<file path="config.mk">
export PLATFORM = sky130hd
export DESIGN_NAME = stx_etx_xor_frame_receiver_top
export DESIGN_NICKNAME = d
export VERILOG_FILES = /design/src/stx_pkg.sv /design/src/stx_parser.sv /design/src/stx_obuf.sv /design/src/stx_etx_xor_frame_receiver_top.sv
export VERILOG_INCLUDE_DIRS = /design/src /design/src/src
export SDC_FILE = /design/constraint.sdc
export NUM_CORES = 1
export LEC_CHECK = 0
export ABC_AREA = 1
export BUFFER_PORTS_ARGS = -buffer_cell sky130_fd_sc_hd__buf_2
export CAP_MARGIN = 20
export CELL_PAD_IN_SITES_DETAIL_PLACEMENT = 0
export CELL_PAD_IN_SITES_GLOBAL_PLACEMENT = 2
export CORE_MARGIN = 4
export CORE_UTILIZATION = 39
export CTS_BUF_LIST = sky130_fd_sc_hd__clkbuf_16
export DETAILED_ROUTE_END_ITERATION = 10
export PLACE_DENSITY_LB_ADDON = 0.08
export SYNTH_ARGS = -nofsm -noshare
export SYNTH_HDL_FRONTEND = slang
export SYNTH_HIERARCHICAL = 1
export SYNTH_SLANG_ARGS = --single-unit
</file>
<file path="constraint.sdc">
create_clock -name clk -period 9.2 [get_ports clk]
set_input_delay 1.38 -clock clk [delete_from_list [all_inputs] [get_ports clk]]
set_output_delay 1.38 -clock clk [all_outputs]
set_load 0.05 [all_outputs]
</file>
<file path="src/stx_etx_xor_frame_receiver_top_macros.svh">
// Assertion macros for the frame receiver
`ifndef STX_ETX_XOR_FRAME_RECEIVER_TOP_MACROS_SVH
`define STX_ETX_XOR_FRAME_RECEIVER_TOP_MACROS_SVH

// same-cycle implication
`define STX_ASSERT_NOW(lbl, ante, cons, msg) \
  lbl: assert property (@(posedge clk) disable iff (!rst_n) (ante) |-> (cons)) else $error(msg);

// next-cycle implication
`define STX_ASSERT_NEXT(lbl, ante, cons, msg) \
  lbl: assert property (@(posedge clk) disable iff (!rst_n) (ante) |=> (cons)) else $error(msg);

`endif

</file>
<file path="src/stx_pkg.sv">
// Shared types, constants and helpers for the frame receiver
package stx_pkg;

  localparam int CNT_W = 32;
  localparam int LEN_W = 13;
  localparam int OUT_CNT_W = 32;

  localparam logic [7:0] STX_BYTE = 8'h02;
  localparam logic [7:0] ETX_BYTE = 8'h03;
  localparam logic [4:0] LEN_HIGH_MASK = 5'h1F;
  localparam logic [LEN_W-1:0] MAX_LEN_RESET = LEN_W'(255);
  localparam logic [7:0] APP_ID_RESET = 8'h00;

  typedef enum logic [1:0] {
    KIND_PAYLOAD  = 2'd0,
    KIND_GOOD     = 2'd1,
    KIND_ETX_ERR  = 2'd2,
    KIND_CSUM_ERR = 2'd3
  } kind_t;

  localparam logic REG_MAX_LEN = 1'b0;
  localparam logic REG_APP_ID  = 1'b1;

  typedef struct packed {
    logic [OUT_CNT_W-1:0] csum_err_total;
    logic [OUT_CNT_W-1:0] err_total;
    logic [OUT_CNT_W-1:0] pkt_total;
    logic [7:0]           data;
    kind_t                kind;
  } result_t;

  function automatic logic [CNT_W-1:0] sat_inc(input logic [CNT_W-1:0] c);
    return (&c) ? c : c + 1'b1;
  endfunction

endpackage

</file>
<file path="src/stx_parser.sv">
// Per-byte frame parser: phase, running XOR, length and saturating counters
module stx_parser (
  input  logic                 clk,
  input  logic                 rst_n,
  input  logic                 fire,
  input  logic [7:0]           rx_byte,
  input  logic [stx_pkg::LEN_W-1:0] max_len,
  input  logic [7:0]           app_id,
  output logic                 res_valid,
  output stx_pkg::result_t     res
);
  import stx_pkg::*;

  typedef enum logic [6:0] {
    PH_HUNT    = 7'b0000001,
    PH_ID      = 7'b0000010,
    PH_LEN_HI  = 7'b0000100,
    PH_LEN_LO  = 7'b0001000,
    PH_PAYLOAD = 7'b0010000,
    PH_CHECK   = 7'b0100000,
    PH_ETX     = 7'b1000000
  } phase_t;

  phase_t             phase_r, phase_nxt;
  logic [7:0]         frame_id_r, frame_id_nxt;
  logic [4:0]         len_hi_r, len_hi_nxt;
  logic [LEN_W-1:0]   left_r, left_nxt;
  logic [7:0]         xor_r, xor_nxt;
  logic [7:0]         check_r, check_nxt;
  logic [CNT_W-1:0]   pkt_r, pkt_nxt;
  logic [CNT_W-1:0]   err_r, err_nxt;
  logic [CNT_W-1:0]   csum_r, csum_nxt;
  logic [LEN_W-1:0]   len;
  logic [LEN_W-1:0]   left_dec;
  kind_t              kind;
  logic [7:0]         data;

  assign len      = {len_hi_r, rx_byte};
  assign left_dec = left_r - 1'b1;

  always_comb begin
    phase_nxt    = phase_r;
    frame_id_nxt = frame_id_r;
    len_hi_nxt   = len_hi_r;
    left_nxt     = left_r;
    xor_nxt      = xor_r;
    check_nxt    = check_r;
    pkt_nxt      = pkt_r;
    err_nxt      = err_r;
    csum_nxt     = csum_r;
    res_valid    = 1'b0;
    kind         = KIND_PAYLOAD;
    data         = 8'h00;
    if (fire) begin
      unique case (phase_r)
        PH_ID: begin
          frame_id_nxt = rx_byte;
          xor_nxt      = rx_byte;
          phase_nxt    = PH_LEN_HI;
        end
        PH_LEN_HI: begin
          len_hi_nxt = rx_byte[4:0] & LEN_HIGH_MASK;
          xor_nxt    = xor_r ^ rx_byte;
          phase_nxt  = PH_LEN_LO;
        end
        PH_LEN_LO: begin
          xor_nxt = xor_r ^ rx_byte;
          if (len > max_len) begin
            phase_nxt = PH_HUNT;
          end else begin
            pkt_nxt = sat_inc(pkt_r);
            if (frame_id_r != app_id) begin
              phase_nxt = PH_HUNT;
            end else begin
              left_nxt  = len;
              phase_nxt = (len == '0) ? PH_CHECK : PH_PAYLOAD;
            end
          end
        end
        PH_PAYLOAD: begin
          xor_nxt   = xor_r ^ rx_byte;
          left_nxt  = left_dec;
          if (left_dec == '0) begin
            phase_nxt = PH_CHECK;
          end
          res_valid = 1'b1;
          kind      = KIND_PAYLOAD;
          data      = rx_byte;
        end
        PH_CHECK: begin
          check_nxt = rx_byte;
          phase_nxt = PH_ETX;
        end
        PH_ETX: begin
          phase_nxt = PH_HUNT;
          res_valid = 1'b1;
          priority if (rx_byte != ETX_BYTE) begin
            err_nxt = sat_inc(err_r);
            kind    = KIND_ETX_ERR;
          end else if (xor_r != check_r) begin
            err_nxt  = sat_inc(err_r);
            csum_nxt = sat_inc(csum_r);
            kind     = KIND_CSUM_ERR;
          end else begin
            kind = KIND_GOOD;
          end
        end
        default: begin
          phase_nxt = (rx_byte == STX_BYTE) ? PH_ID : PH_HUNT;
        end
      endcase
    end
  end

  always_comb begin
    res.kind           = kind;
    res.data           = data;
    res.pkt_total      = OUT_CNT_W'(pkt_nxt);
    res.err_total      = OUT_CNT_W'(err_nxt);
    res.csum_err_total = OUT_CNT_W'(csum_nxt);
  end

  always_ff @(posedge clk) begin
    if (!rst_n) begin
      phase_r <= PH_HUNT;
      pkt_r   <= '0;
      err_r   <= '0;
      csum_r  <= '0;
    end else begin
      phase_r <= phase_nxt;
      pkt_r   <= pkt_nxt;
      err_r   <= err_nxt;
      csum_r  <= csum_nxt;
    end
  end

  always_ff @(posedge clk) begin
    frame_id_r <= frame_id_nxt;
    len_hi_r   <= len_hi_nxt;
    left_r     <= left_nxt;
    xor_r      <= xor_nxt;
    check_r    <= check_nxt;
  end

endmodule

</file>
<file path="src/stx_obuf.sv">
// Two-entry result buffer between the parser and the output channel
module stx_obuf (
  input  logic              clk,
  input  logic              rst_n,
  input  logic              push,
  input  stx_pkg::result_t  push_data,
  output logic              has_room,
  output logic              out_valid,
  input  logic              out_ready,
  output stx_pkg::result_t  out_data
);
  import stx_pkg::*;

  result_t     mem [2];
  logic        wr_ptr_r, wr_ptr_nxt;
  logic        rd_ptr_r, rd_ptr_nxt;
  logic [1:0]  count_r, count_nxt;
  logic        pop;

  assign has_room  = (count_r != 2'd2);
  assign out_valid = (count_r != 2'd0);
  assign out_data  = mem[rd_ptr_r];
  assign pop       = out_valid && out_ready;

  always_comb begin
    wr_ptr_nxt = push ? ~wr_ptr_r : wr_ptr_r;
    rd_ptr_nxt = pop ? ~rd_ptr_r : rd_ptr_r;
    count_nxt  = count_r + {1'b0, push} - {1'b0, pop};
  end

  always_ff @(posedge clk) begin
    if (!rst_n) begin
      wr_ptr_r <= 1'b0;
      rd_ptr_r <= 1'b0;
      count_r  <= 2'd0;
    end else begin
      wr_ptr_r <= wr_ptr_nxt;
      rd_ptr_r <= rd_ptr_nxt;
      count_r  <= count_nxt;
    end
  end

  always_ff @(posedge clk) begin
    if (push) begin
      mem[wr_ptr_r] <= push_data;
    end
  end

endmodule

</file>
<file path="src/stx_etx_xor_frame_receiver_top.sv">
// STX/ETX framed receiver with XOR check byte: top level
// Each result beat is registered in the result buffer and leaves on out_tvalid in arrival order.
// Throughput: one input byte per cycle while in_tready is high; the parser updates all state on each accepted byte.
// A two-entry result buffer keeps input flowing while a result waits; in_tready drops when full.
// Reset (rst_n low, synchronous): hunt for start byte, counters zero, buffer empty,
// max_length 255, wanted_app_id 0.
module stx_etx_xor_frame_receiver_top (
  input  logic                      clk,
  input  logic                      rst_n,
  input  logic                      in_tvalid,
  output logic                      in_tready,
  input  logic [7:0]                in_tdata,   // [7:0] rx_byte
  output logic                      out_tvalid,
  input  logic                      out_tready,
  output logic [103:0]              out_tdata,  // [7:0] out_byte, [39:8] packet_total,
                                                // [71:40] error_total,
                                                // [103:72] checksum_error_total
  output logic [1:0]                out_tuser,  // [1:0] out_kind
  input  logic                      cfg_valid,
  output logic                      cfg_ready,
  input  logic                      cfg_index,
  input  logic [stx_pkg::LEN_W-1:0] cfg_data
);
  import stx_pkg::*;

  `include "stx_etx_xor_frame_receiver_top_macros.svh"

  logic [LEN_W-1:0] max_len_r;
  logic [7:0]       app_id_r;
  logic             in_fire;
  logic             res_valid;
  result_t          res;
  result_t          out_res;

  assign cfg_ready = 1'b1;
  assign in_fire   = in_tvalid && in_tready;

  always_ff @(posedge clk) begin
    if (!rst_n) begin
      max_len_r <= MAX_LEN_RESET;
      app_id_r  <= APP_ID_RESET;
    end else if (cfg_valid) begin
      unique case (cfg_index)
        REG_MAX_LEN: max_len_r <= cfg_data;
        REG_APP_ID:  app_id_r  <= cfg_data[7:0];
      endcase
    end
  end

  stx_parser u_parser (
    .clk       (clk),
    .rst_n     (rst_n),
    .fire      (in_fire),
    .rx_byte   (in_tdata),
    .max_len   (max_len_r),
    .app_id    (app_id_r),
    .res_valid (res_valid),
    .res       (res)
  );

  stx_obuf u_obuf (
    .clk       (clk),
    .rst_n     (rst_n),
    .push      (res_valid),
    .push_data (res),
    .has_room  (in_tready),
    .out_valid (out_tvalid),
    .out_ready (out_tready),
    .out_data  (out_res)
  );

  assign out_tuser = out_res.kind;
  assign out_tdata = {out_res.csum_err_total, out_res.err_total,
                      out_res.pkt_total, out_res.data};

  `STX_ASSERT_NOW(a_full_means_valid, !in_tready, out_tvalid, "buffer full without output")
  `STX_ASSERT_NOW(a_status_byte_zero, out_tvalid && (out_tuser != KIND_PAYLOAD),
                  out_tdata[7:0] == 8'h00, "status beat carries nonzero byte")
  `STX_ASSERT_NOW(a_err_covers_csum, out_tvalid,
                  out_tdata[71:40] >= out_tdata[103:72], "checksum errors exceed errors")
  `STX_ASSERT_NEXT(a_result_shows, in_fire && !out_tvalid && res_valid,
                   out_tvalid, "result not presented")

endmodule

</file>
---- After elaboration in Yosys (flattened, before gate mapping) ----
Memories as Yosys holds them, arrays and structs flattened. A register that Yosys moved wholly into a read port is not among the register bits.
Index checks and enable logic that the tools add are counted.
word-level totals
  flip-flop bits (word level) ............. 170
  RAM bits ................................ 212
  input bits .............................. 27
  output and inout bits ................... 109
  word-level logic and storage cells ...... 96
  memories kept ........................... 1
operators by class
  $add $sub $neg .......................... 6
  magnitude comparators ................... 1
  eq/ne operators ......................... 14
  mux-type cells .......................... 36
  bitwise logic cells ..................... 4
  reductions and logical operators ........ 20
memory list
  memory      words  bits a word  read ports  clocked after memory_dff  wr ports  RTL line        text
  u_obuf.mem  2      106          1           1                         1         stx_obuf.sv:14  result_t mem [2];
operators by type and width
  kind                                                                      number
  32-bit 2-to-1 mux                                                         14
  32-bit by 1-bit adder with 32-bit output (second input constant)          3
  32-bit AND reduction                                                      3
  7-bit case mux with 6 select lines                                        1
  13-bit zero test                                                          2
  13-bit 2-to-1 mux                                                         2
  13-bit case mux with 2 select lines                                       1
  7-bit 2-to-1 mux                                                          3
  8-bit 2-to-1 mux                                                          2
  8-bit inequality test                                                     2
  8-bit case mux with 2 select lines                                        1
  2-bit AND reduction                                                       7
  13-bit greater-than comparator                                            1
  13-bit by 1-bit subtractor with 13-bit output (second input constant)     1
  2-bit 2-to-1 mux                                                          5
  8-bit by 2-bit == test with 1-bit output (second input constant)          1
  8-bit by 2-bit inequality test with 1-bit output (second input constant)  1
  8-bit bitwise XOR                                                         1
  7-bit by 2-bit == test with 1-bit output (second input constant)          1
  7-bit by 3-bit == test with 1-bit output (second input constant)          1
  7-bit by 4-bit == test with 1-bit output (second input constant)          1
  7-bit by 5-bit == test with 1-bit output (second input constant)          1
  7-bit by 6-bit == test with 1-bit output (second input constant)          1
  7-bit == test (second input constant)                                     1
  12 further kinds                                                          24

---- Depth between registers and ports, before layout ----
Gate-level depths: netlist of the first run.
  word-level depth ........................ 6
  gate-level depth with buffers ........... 16
  gate-level depth less buffers ........... 16

---- By module ----
The synthesis of the first run kept the hierarchy.
by module, submodules not included
  module                          times used  cells an instance  area each (um2)  sequential area each (um2)
  stx_parser                      1           1,281              8,882.3          3,323.2
  stx_obuf                        1           366                8,045.2          6,466.2
  stx_etx_xor_frame_receiver_top  1           109                815.8            420.4

---- Least setup slack after synthesis of the first run ----
Ideal clock, no wire load.
  kind .................................... in2reg
  from .................................... in in_tvalid
  to ...................................... mem u_obuf/mem[0][0] (netlist bit) (enable)
  library setup time ...................... 571 ps
  arrival time ............................ 6,365 ps
  required time ........................... 8,629 ps
  setup slack ............................. 2,264 ps
  stages .................................. 6
  buffers on the path ..................... 0
  cell sequence ........................... nand2_1 > inv_1 > inv_1 > a21oi_1 > inv_1 > nor2_1
between the ends
  cells in the longest elaborated chain, start to end .. 4
ends and longest elaborated chain
  what                                    RTL line                              text
  from (decl)                             stx_etx_xor_frame_receiver_top.sv:10  input logic in_tvalid,
  1-bit logical AND                       stx_etx_xor_frame_receiver_top.sv:36  assign in_fire = in_tvalid && in_tready;
  via in_fire                             stx_etx_xor_frame_receiver_top.sv:30  logic in_fire;
  1-bit 2-to-1 mux                        stx_parser.sv:54                      if (fire) begin
  via res_valid                           stx_etx_xor_frame_receiver_top.sv:31  logic res_valid;
  1-bit 2-to-1 mux                        stx_obuf.sv:44                        if (push) begin
  1-bit 2-to-1 mux (implied by the code)  stx_obuf.sv:45                        mem[wr_ptr_r] <= push_data;
  to (decl)                               stx_obuf.sv:14
The timed path passes the listed nets, and every way through them passes these cells.

==> results list, run 1 <==
- The initial antenna violation count is 0.
- Dividing the final minimum period by the clock period gives ~47%.
- After routing, the total negative slack on setup checks comes to 0 ns.
- Total global routing overflow: 0
* DRC errors left: 0
- Power comes to 4.16 mW.
- Number of buffers on the longest clock path: 3
- For the worst setup path, the data required time is ~7.8 ns.
- In this run the worst path has a maximum fanout of 55.
* Crit path kind: reg -> out
- Number of filler instances in the final layout: roughly 4,300
- Worst-path clk slew: 0.06 ns
- Across the whole layout, storage elements account for approximately 0.010 mm2.
* Nature of the critical path endpoint: output pin
- The number of antenna diodes in the final layout is 0.
- The die covers between 0.04 and 0.05 mm2.
- Area of the placeable core: approximately 0.045 mm2
- The pre-antenna-repair detailed-routing pass consisted of 5 iterations.
- After detailed routing, the number of vias per cell comes to 4.72.
- Peak ir drop on the vdd network: about 0.11 mV
- Root Buffer Master: sky130_fd_sc_hd__clkbuf_16
- Hold Violations, Final: 0
- Post-CTS Hold Buffers: 0
- Post-Synth Simple-Gate Area: about a fifth
- After detailed routing, the total wire length is between 40,000 and 50,000 um.
* Synth Area in Adders: ~1.4%
- Post-synth design cell area: roughly 0.018 mm2
- Initial core utilization: between 30 and 40%
- The tree built by TritonCTS fans out to around 380 sinks.
- Wire length of the first global-routing pass: 64,300 um
- Fraction of layout instances using a drive strength above 1: about 20%
* P per Cell Area: between 200 and 250 mW/mm2
* Main combinational cell family by area after synthesis: simple AND/OR/NAND/NOR gates
- Pin count of the biggest net entering global routing: 60
- For this run, the total global-route usage over all layers was measured as 16.1%.
* Fin Clk Skew: between 0.01 and 0.015 ns
- The tool flagged a number of max-cap violations equal to 0.
- Number of flip-flops and latches in the synthesized netlist: between 300 and 400
* Critical path arrival: about 3 ns
* Hold Crit Class: reg -> reg
* Core Rows: 77
* Vias in the first global route: approximately 12,000
- Footprint of the multi-input gates: between 0.006 and 0.007 mm2
- The worst setup path is launched from a flop.
* Number of distinct standard cells referenced by the synthesized netlist: between 40 and 50
- Static leakage: 8.02 nW
* Outcome: completed
- The path with the worst hold slack has its endpoint at max_len_r[3]$_SDFFE_PN1P_.
* Instance count along the most critical hold path: 2
* Clock latency at the later pin of the worst-skew pair: roughly 0.56 ns
- Post-CTS Setup Bufs: 0
- Number of I/O port buffers: 134
- Counting flops with an async set or reset pin after synthesis yields a share of 0%.
* Number of instances resized during post-cts repair: 0
* F_max: 230 MHz
* Post-Route Hold Slack: around 0.46 ns
- Setup violations remaining at the end of the flow were counted as 0.
* Post-synthesis mux area share: 7.63%
- The Yosys step of the flow raised 6 warnings.
- After the last flow step, the layout net total stands at a little under 2,000.
- The routed layout has around 12,000 vias.
- In this run the remaining antenna-violating nets after routing total 0.
- Each instance of the synthesized netlist takes up on average between 10 and 15 um2.
- Floorplan die width: roughly 220 um
- Timing analysis after detailed placement gives a worst setup slack of roughly 4.7 ns.
* Iter 0 DRT Violations: ~550
* Slew Viols, Final: 0
- Complex-gate fraction of the synthesized area: 3.45%
* Post-synthesis cell count: ~1,800
- At the pin with the least slew margin, the transition time is ~0.95 ns.
- The die is 221 um tall.
- For this run, the leading register cell type out of synthesis is sky130_fd_sc_hd__edfxtp_1.
* Setup repair after global routing missed its margin: no
* Worst rel slew slack: 36.7%
- Setup slack on the critical path of the routed design comes to between 4 and 5 ns.
- Subtracting the final worst setup slack from the clock period gives between 4 and 5 ns.
* R2R Path End: u_obuf/mem[1][63]$_DFFE_PP_
- The number of clock buffers added by TritonCTS is 43.
* Final weighted congestion in routability-driven placement: between 0.7 and 0.8
- The area growth from synthesis to layout is 14.7%.
- Register-to-Register Setup Slack: 5.69 ns
- The number of nets handed over by synthesis was about 1,800.
* Sequential cell area fraction in the yosys report: a little under three fifths
- In this run the number of H-tree levels came out at 2.
- Dividing the detail-routed wire length by the instance count gives between 15 and 20 um.
- Number of flops mapped to enable cells by yosys: ~250
* Worst-case reg-to-reg path depth: 9
- Count of boundary I/O pins: approximately 140
- In this run the most critical hold path is launched from max_len_r[3]$_SDFFE_PN1P_.
- In this run the critical register-to-register path is launched from u_obuf/count_r[0]$_SDFF_PN0_.
- TritonCTS built the clock tree.
* Post-DP HPWL: around 28,000 um
* Synth Area in XOR/XNOR: between 2 and 3%
==> power by group <==
part	internal (mW)	switching (mW)	total, mW	leakage (nW)
Sequential	1.84	0.0295	1.87	3.37
Combinational	0.192	0.450	0.642	3.95
Clock	0.966	0.686	1.65	0.691
==> synthesized netlist by cell type, types with 15 or more instances <==
master | count | area [um2]
sky130_fd_sc_hd__inv_1 | 221 | 830
sky130_fd_sc_hd__nand4_1 | 39 | 244
sky130_fd_sc_hd__mux2_2 | 66 | 743
sky130_fd_sc_hd__nand2_1 | 364 | 1370
sky130_fd_sc_hd__xor2_1 | 35 | 307
sky130_fd_sc_hd__edfxtp_1 | 254 | 7630
sky130_fd_sc_hd__nor3_1 | 35 | 175
sky130_fd_sc_hd__nand3_1 | 95 | 475
sky130_fd_sc_hd__o21ai_0 | 46 | 230
sky130_fd_sc_hd__nor2_2 | 15 | 93.8
sky130_fd_sc_hd__a21oi_1 | 66 | 330
sky130_fd_sc_hd__nor2_1 | 183 | 687
sky130_fd_sc_hd__dfxtp_1 | 129 | 2580
sky130_fd_sc_hd__mux2_4 | 40 | 601
sky130_fd_sc_hd__ha_1 | 20 | 250
==> cell usage in the layout (no fill, tap or decap), types with 39 or more instances in the layout <==
cell type                   netlist  final
sky130_fd_sc_hd__nand4_1         39     39
sky130_fd_sc_hd__buf_2           10    134
sky130_fd_sc_hd__o21ai_0         46     46
sky130_fd_sc_hd__nor2_1         183    182
sky130_fd_sc_hd__nand3_1         95     95
sky130_fd_sc_hd__dfxtp_1        129    128
sky130_fd_sc_hd__inv_1          221    229
sky130_fd_sc_hd__mux2_4          40     40
sky130_fd_sc_hd__nand2_1        364    364
sky130_fd_sc_hd__mux2_2          66     66
sky130_fd_sc_hd__a21oi_1         66     66
sky130_fd_sc_hd__clkbuf_16        0     45
sky130_fd_sc_hd__edfxtp_1       254    254
==> critical path, cell delays in order, from the launching register on <==
cell,delay [ns]
sky130_fd_sc_hd__dfxtp_4,0.85
sky130_fd_sc_hd__buf_4,0.85
sky130_fd_sc_hd__mux2_2,0.43
sky130_fd_sc_hd__buf_2,0.21
==> kinds of logic after synthesis <==
family / Yosys count
AOI/OAI and AO/OA: 119
xor gates and xnor gates: 53
adders and majority gates: 20
buffers and inverters: 267
DFF: 383
muxes: 107
other: 1
and+or+nand+nor: 806
==> layer usage <==
metal	vias to the layer above	global-route usage [%]	wire [um]
li1	6148	-	-
met1	5573	22.2	19400
met2	170	26.1	18200
met3	64	2.66	1540
met4	0	5.27	1080
met5	-	0	0
==> sequential cells by signal, summed over array words and instances (netlist names), named ones only <==
register,flops
u_parser/frame_id_r,8
u_parser/err_r,32
u_parser/phase_r,7
u_parser/csum_r,32
u_parser/left_r,13
u_obuf/rd_ptr_r,1
u_obuf/count_r,2
u_parser/len_hi_r,5
u_parser/xor_r,8
u_parser/pkt_r,32
u_obuf/wr_ptr_r,1
u_obuf/mem,212
u_parser/check_r,8
app_id_r,8
max_len_r,13
==> how the worst max path moves through the flow <==
stage / to / cells past startpoint
final: out_tdata[2] / 3
after global routing: out_tdata[0] / 3
after CTS: out_tuser[0] / 3
after detailed placement: u_obuf/mem[1][82]$_DFFE_PP_ / 8
after global placement: u_obuf/mem[1][87]$_DFFE_PP_ / 8
after floorplan: u_obuf/mem[0][0]$_DFFE_PP_ / 6
==> per-stage QoR <==
step	util, %	cells	instance area, um2
floorplan	-	1756	17700
global placement	42.6	2454	19000
detailed placement	42.6	2454	19000
CTS	45.6	2533	20400
global route	45.6	2533	20400
finish	45.6	2533	20400
==> final cells by class <==
type,instances,share of cell area (%)
tap,592,3.64
multi-input combinational,1106,31.6
clock buffer,45,5.53
timing repair buffer,142,3.59
inverter,231,4.27
sequential,383,50.2
clock inverter,34,1.16
(Power assumes the default switching activity.)
==> inputs of run 2 (changes only) <==
--- a/config.mk
+++ b/config.mk
@@ -12,7 +12,7 @@
 export CELL_PAD_IN_SITES_DETAIL_PLACEMENT = 0
 export CELL_PAD_IN_SITES_GLOBAL_PLACEMENT = 2
 export CORE_MARGIN = 4
-export CORE_UTILIZATION = 39
+export CORE_UTILIZATION = 35
 export CTS_BUF_LIST = sky130_fd_sc_hd__clkbuf_16
 export DETAILED_ROUTE_END_ITERATION = 10
 export PLACE_DENSITY_LB_ADDON = 0.08
==> constraint.sdc (replaced) <==
create_clock -name clk -period 3.67 [get_ports clk]
set_input_delay 0.5505 -clock clk [delete_from_list [all_inputs] [get_ports clk]]
set_output_delay 0.5505 -clock clk [all_outputs]
set_load 0.05 [all_outputs]
==> results list, run 2 (synthesis gave the netlist of run 1 again) <==
- Die Y-Extent: 233 um (+5.4%)
- Worst-path clk slew: 0.06 ns (about the same)
- Hold Crit Class: in -> reg
- The final estimated routing congestion in global placement is 0.791 (-0.26%).
* Hold Violations, Final: 0 (unchanged)
- The initial standard-cell utilization of the core is 35.4% (-4.4 points).
- The total setup buffers inserted after CTS is 0 (unchanged).
* Final Cycle Share: 75.7%
* Clock H-tree levels: 2 (unchanged)
- Critical path arrival: 2.23 ns (-0.74 ns)
- The global-route congestion overflow total is 0 (unchanged).
- Total power draw: 10.6 mW (+150%)
* Routed via count divided by cell count: 4.61 (-2.4%)
- The post-route DRC violation count came to 0 (unchanged).
- Tot GR Track Use: 15.4% (-0.73 points)
- Max FO, Critical Path: 28 (-49%)
* Core Rows: 82 (+6.5%)
* Worst rel slew slack: 43.7% (+7.0 points)
* Wire length of the first global-routing pass: 66,200 um (+2.9%)
- The data required time at the worst endpoint came to 3.12 ns (-4.70 ns).
* Area of the placeable core: 0.0502 mm2 (+12%)
* Max incr delay on CP: 0.58 ns (-0.27 ns)
- Setup repair after global routing left no endpoint under its margin.
- The worst register-to-register path begins at u_parser/len_hi_r[2]$_DFFE_PP_.
- The count of max-cap constraint violations was 0 (unchanged).
- Number of I/O port buffers: 134 (unchanged)
* F_max: around 360 MHz
- Iter 0 DRT Violations: 507 (-8.0%)
- Final net count: 1,963 (+0.46%)
- Count of boundary I/O pins: 136 (unchanged)
- Fin Clk Skew: 0.0249 ns (+0.0130 ns)
- The peak supply drop is 0.347 mV (+200%).
* P per Cell Area: 512 mW/mm2 (+150%)
- The tree is rooted in a sky130_fd_sc_hd__clkbuf_16.
- The clock insertion delay at the later pin of the skew report was 0.56 ns (about the same).
- Post-DP HPWL: 29,500 um (+5.2%)
- Final ANT Viol Nets: 0 (unchanged)
- The count of final setup violators was 0 (unchanged).
- Fraction of layout instances using a drive strength above 1: 20.2% (+0.42 points)
- The die outline area is 0.0544 mm2 (+11%).
- Post-CTS Hold Buffers: 0 (unchanged)
- WL final: 41,900 um (+4.2%)
- Number of buffers on the longest clock path: 3 (unchanged)
- Hold path startpoint: in_tdata[6]
* Vias in the first global route: 12,000 (-0.35%)
- The worst setup path is captured at an output pin.
* Crit path kind: reg -> out
* Most common cell after layout, fill and taps aside: sky130_fd_sc_hd__nand2_1
* Initial antenna violation count: 3 (+3)
- The vias after detailed routing was 12,100 (+1.1%).
* Largest reg by FF count: u_obuf/mem
* Post-detailed-route wirelength per cell: 16.0 um (+0.62%)
- The summed negative setup slack over all endpoints came to 0 ns (unchanged).
- The CTS sink count was 383 (unchanged).
- Ordered cell list for the critical path: buf_4, mux2_2, buf_2
* Number of instances resized during post-cts repair: 0 (unchanged)
- The number of buffers added by the clock tree synthesis step came to 43 (unchanged).
- Number of filler instances in the final layout: 4,977 (+16%)
* Slew Viols, Final: 0 (unchanged)
- Pin count of the biggest net entering global routing: 91 (+52%)
* TritonCTS clock tree: done
- The leakage component of the power came to 8.11 nW (+1.1%).
* Largest register FFs: 212 (unchanged)
- Outcome: completed
- Most frequent cells in the layout: sky130_fd_sc_hd__nand2_1, sky130_fd_sc_hd__edfxtp_1, sky130_fd_sc_hd__inv_1
- Area added between synthesis and finish: 16.4%
- Launching element type of the critical path: flop
- The slew at the pin closest to its max-slew limit is 0.837 ns (-0.113 ns).
- Diodes inserted: 0 (unchanged)
* Clock period minus worst slack: between 2 and 3 ns
* Highest-delay cell along the critical path: sky130_fd_sc_hd__dfxtp_4
- The x dimension of the die was 233 um (+5.4%).
- Total iterations of the first detailed-routing run: 7 (+2)
[run 2: cell types whose count changed in the layout (fill, tap and decap cells not counted), moves of 2 or more]
| cell | delta |
|---|---|
| sky130_fd_sc_hd__buf_4 | +2 |
| sky130_fd_sc_hd__inv_2 | -3 |
| sky130_fd_sc_hd__buf_12 | +7 |
| sky130_fd_sc_hd__clkinvlp_4 | -3 |
| sky130_fd_sc_hd__clkinv_2 | +5 |
[run 2: power breakdown]
group / internal [mW] / total [mW] / leakage, nW / switching, mW
registers: 4.61 / 4.66 / 3.37 / 0.0475
logic: 0.491 / 1.65 / 4.01 / 1.16
clock network: 2.50 / 4.27 / 0.720 / 1.77
[run 2: layout make-up]
| cell class | count | area (um2) | share of cell area, % |
|---|---|---|---|
| Clock buffer | 45 | 1130 | 5.45 |
| Multi-Input combinational cell | 1106 | 6440 | 31.2 |
| Timing Repair Buffer | 151 | 886 | 4.29 |
| Clock inverter | 34 | 265 | 1.28 |
| Tap cell | 672 | 841 | 4.07 |
| Sequential cell | 383 | 10200 | 49.5 |
| Inverter | 231 | 871 | 4.22 |
[run 2: metal layers]
layer	wire [um]	track usage, %
met5	0	0
met4	923	3.94
met3	1630	2.76
met2	19300	25.1
met1	20000	21.2
[run 2: path summary, 6_finish.rpt]
check / slack, ns / cells after the start / endpoint
worst max-delay path: 0.89 / 3 / out_tdata[39]
worst min-delay path: 0.25 / 1 / u_parser/check_r[6]$_DFFE_PP_
worst max register to register: 1.08 / 12 / u_obuf/mem[0][28]$_DFFE_PP_
worst min register to register: 0.46 / 2 / max_len_r[3]$_SDFFE_PN1P_
[run 2: critical path, delay by kind of cell (launching register included)]
kind,cells,cell delay (ns)
buffers and inverters,2,0.66
multiplexers,1,0.44
flip-flops,1,0.58
[run 2: per-stage QoR]
step	hold slack, ns	instances	setup slack, ns	cell area, um2	utilization [%]
6_report	0.251	2622	0.890	20600	41.2
5_1_grt	0.222	2622	0.741	20600	41.2
4_1_cts	0.209	2621	0.774	20600	41.1
3_5_place_dp	0.446	2542	0.641	19200	38.4
3_3_place_gp	0.445	2542	0.667	19200	38.4
2_1_floorplan	0.429	1756	0.302	17800	-
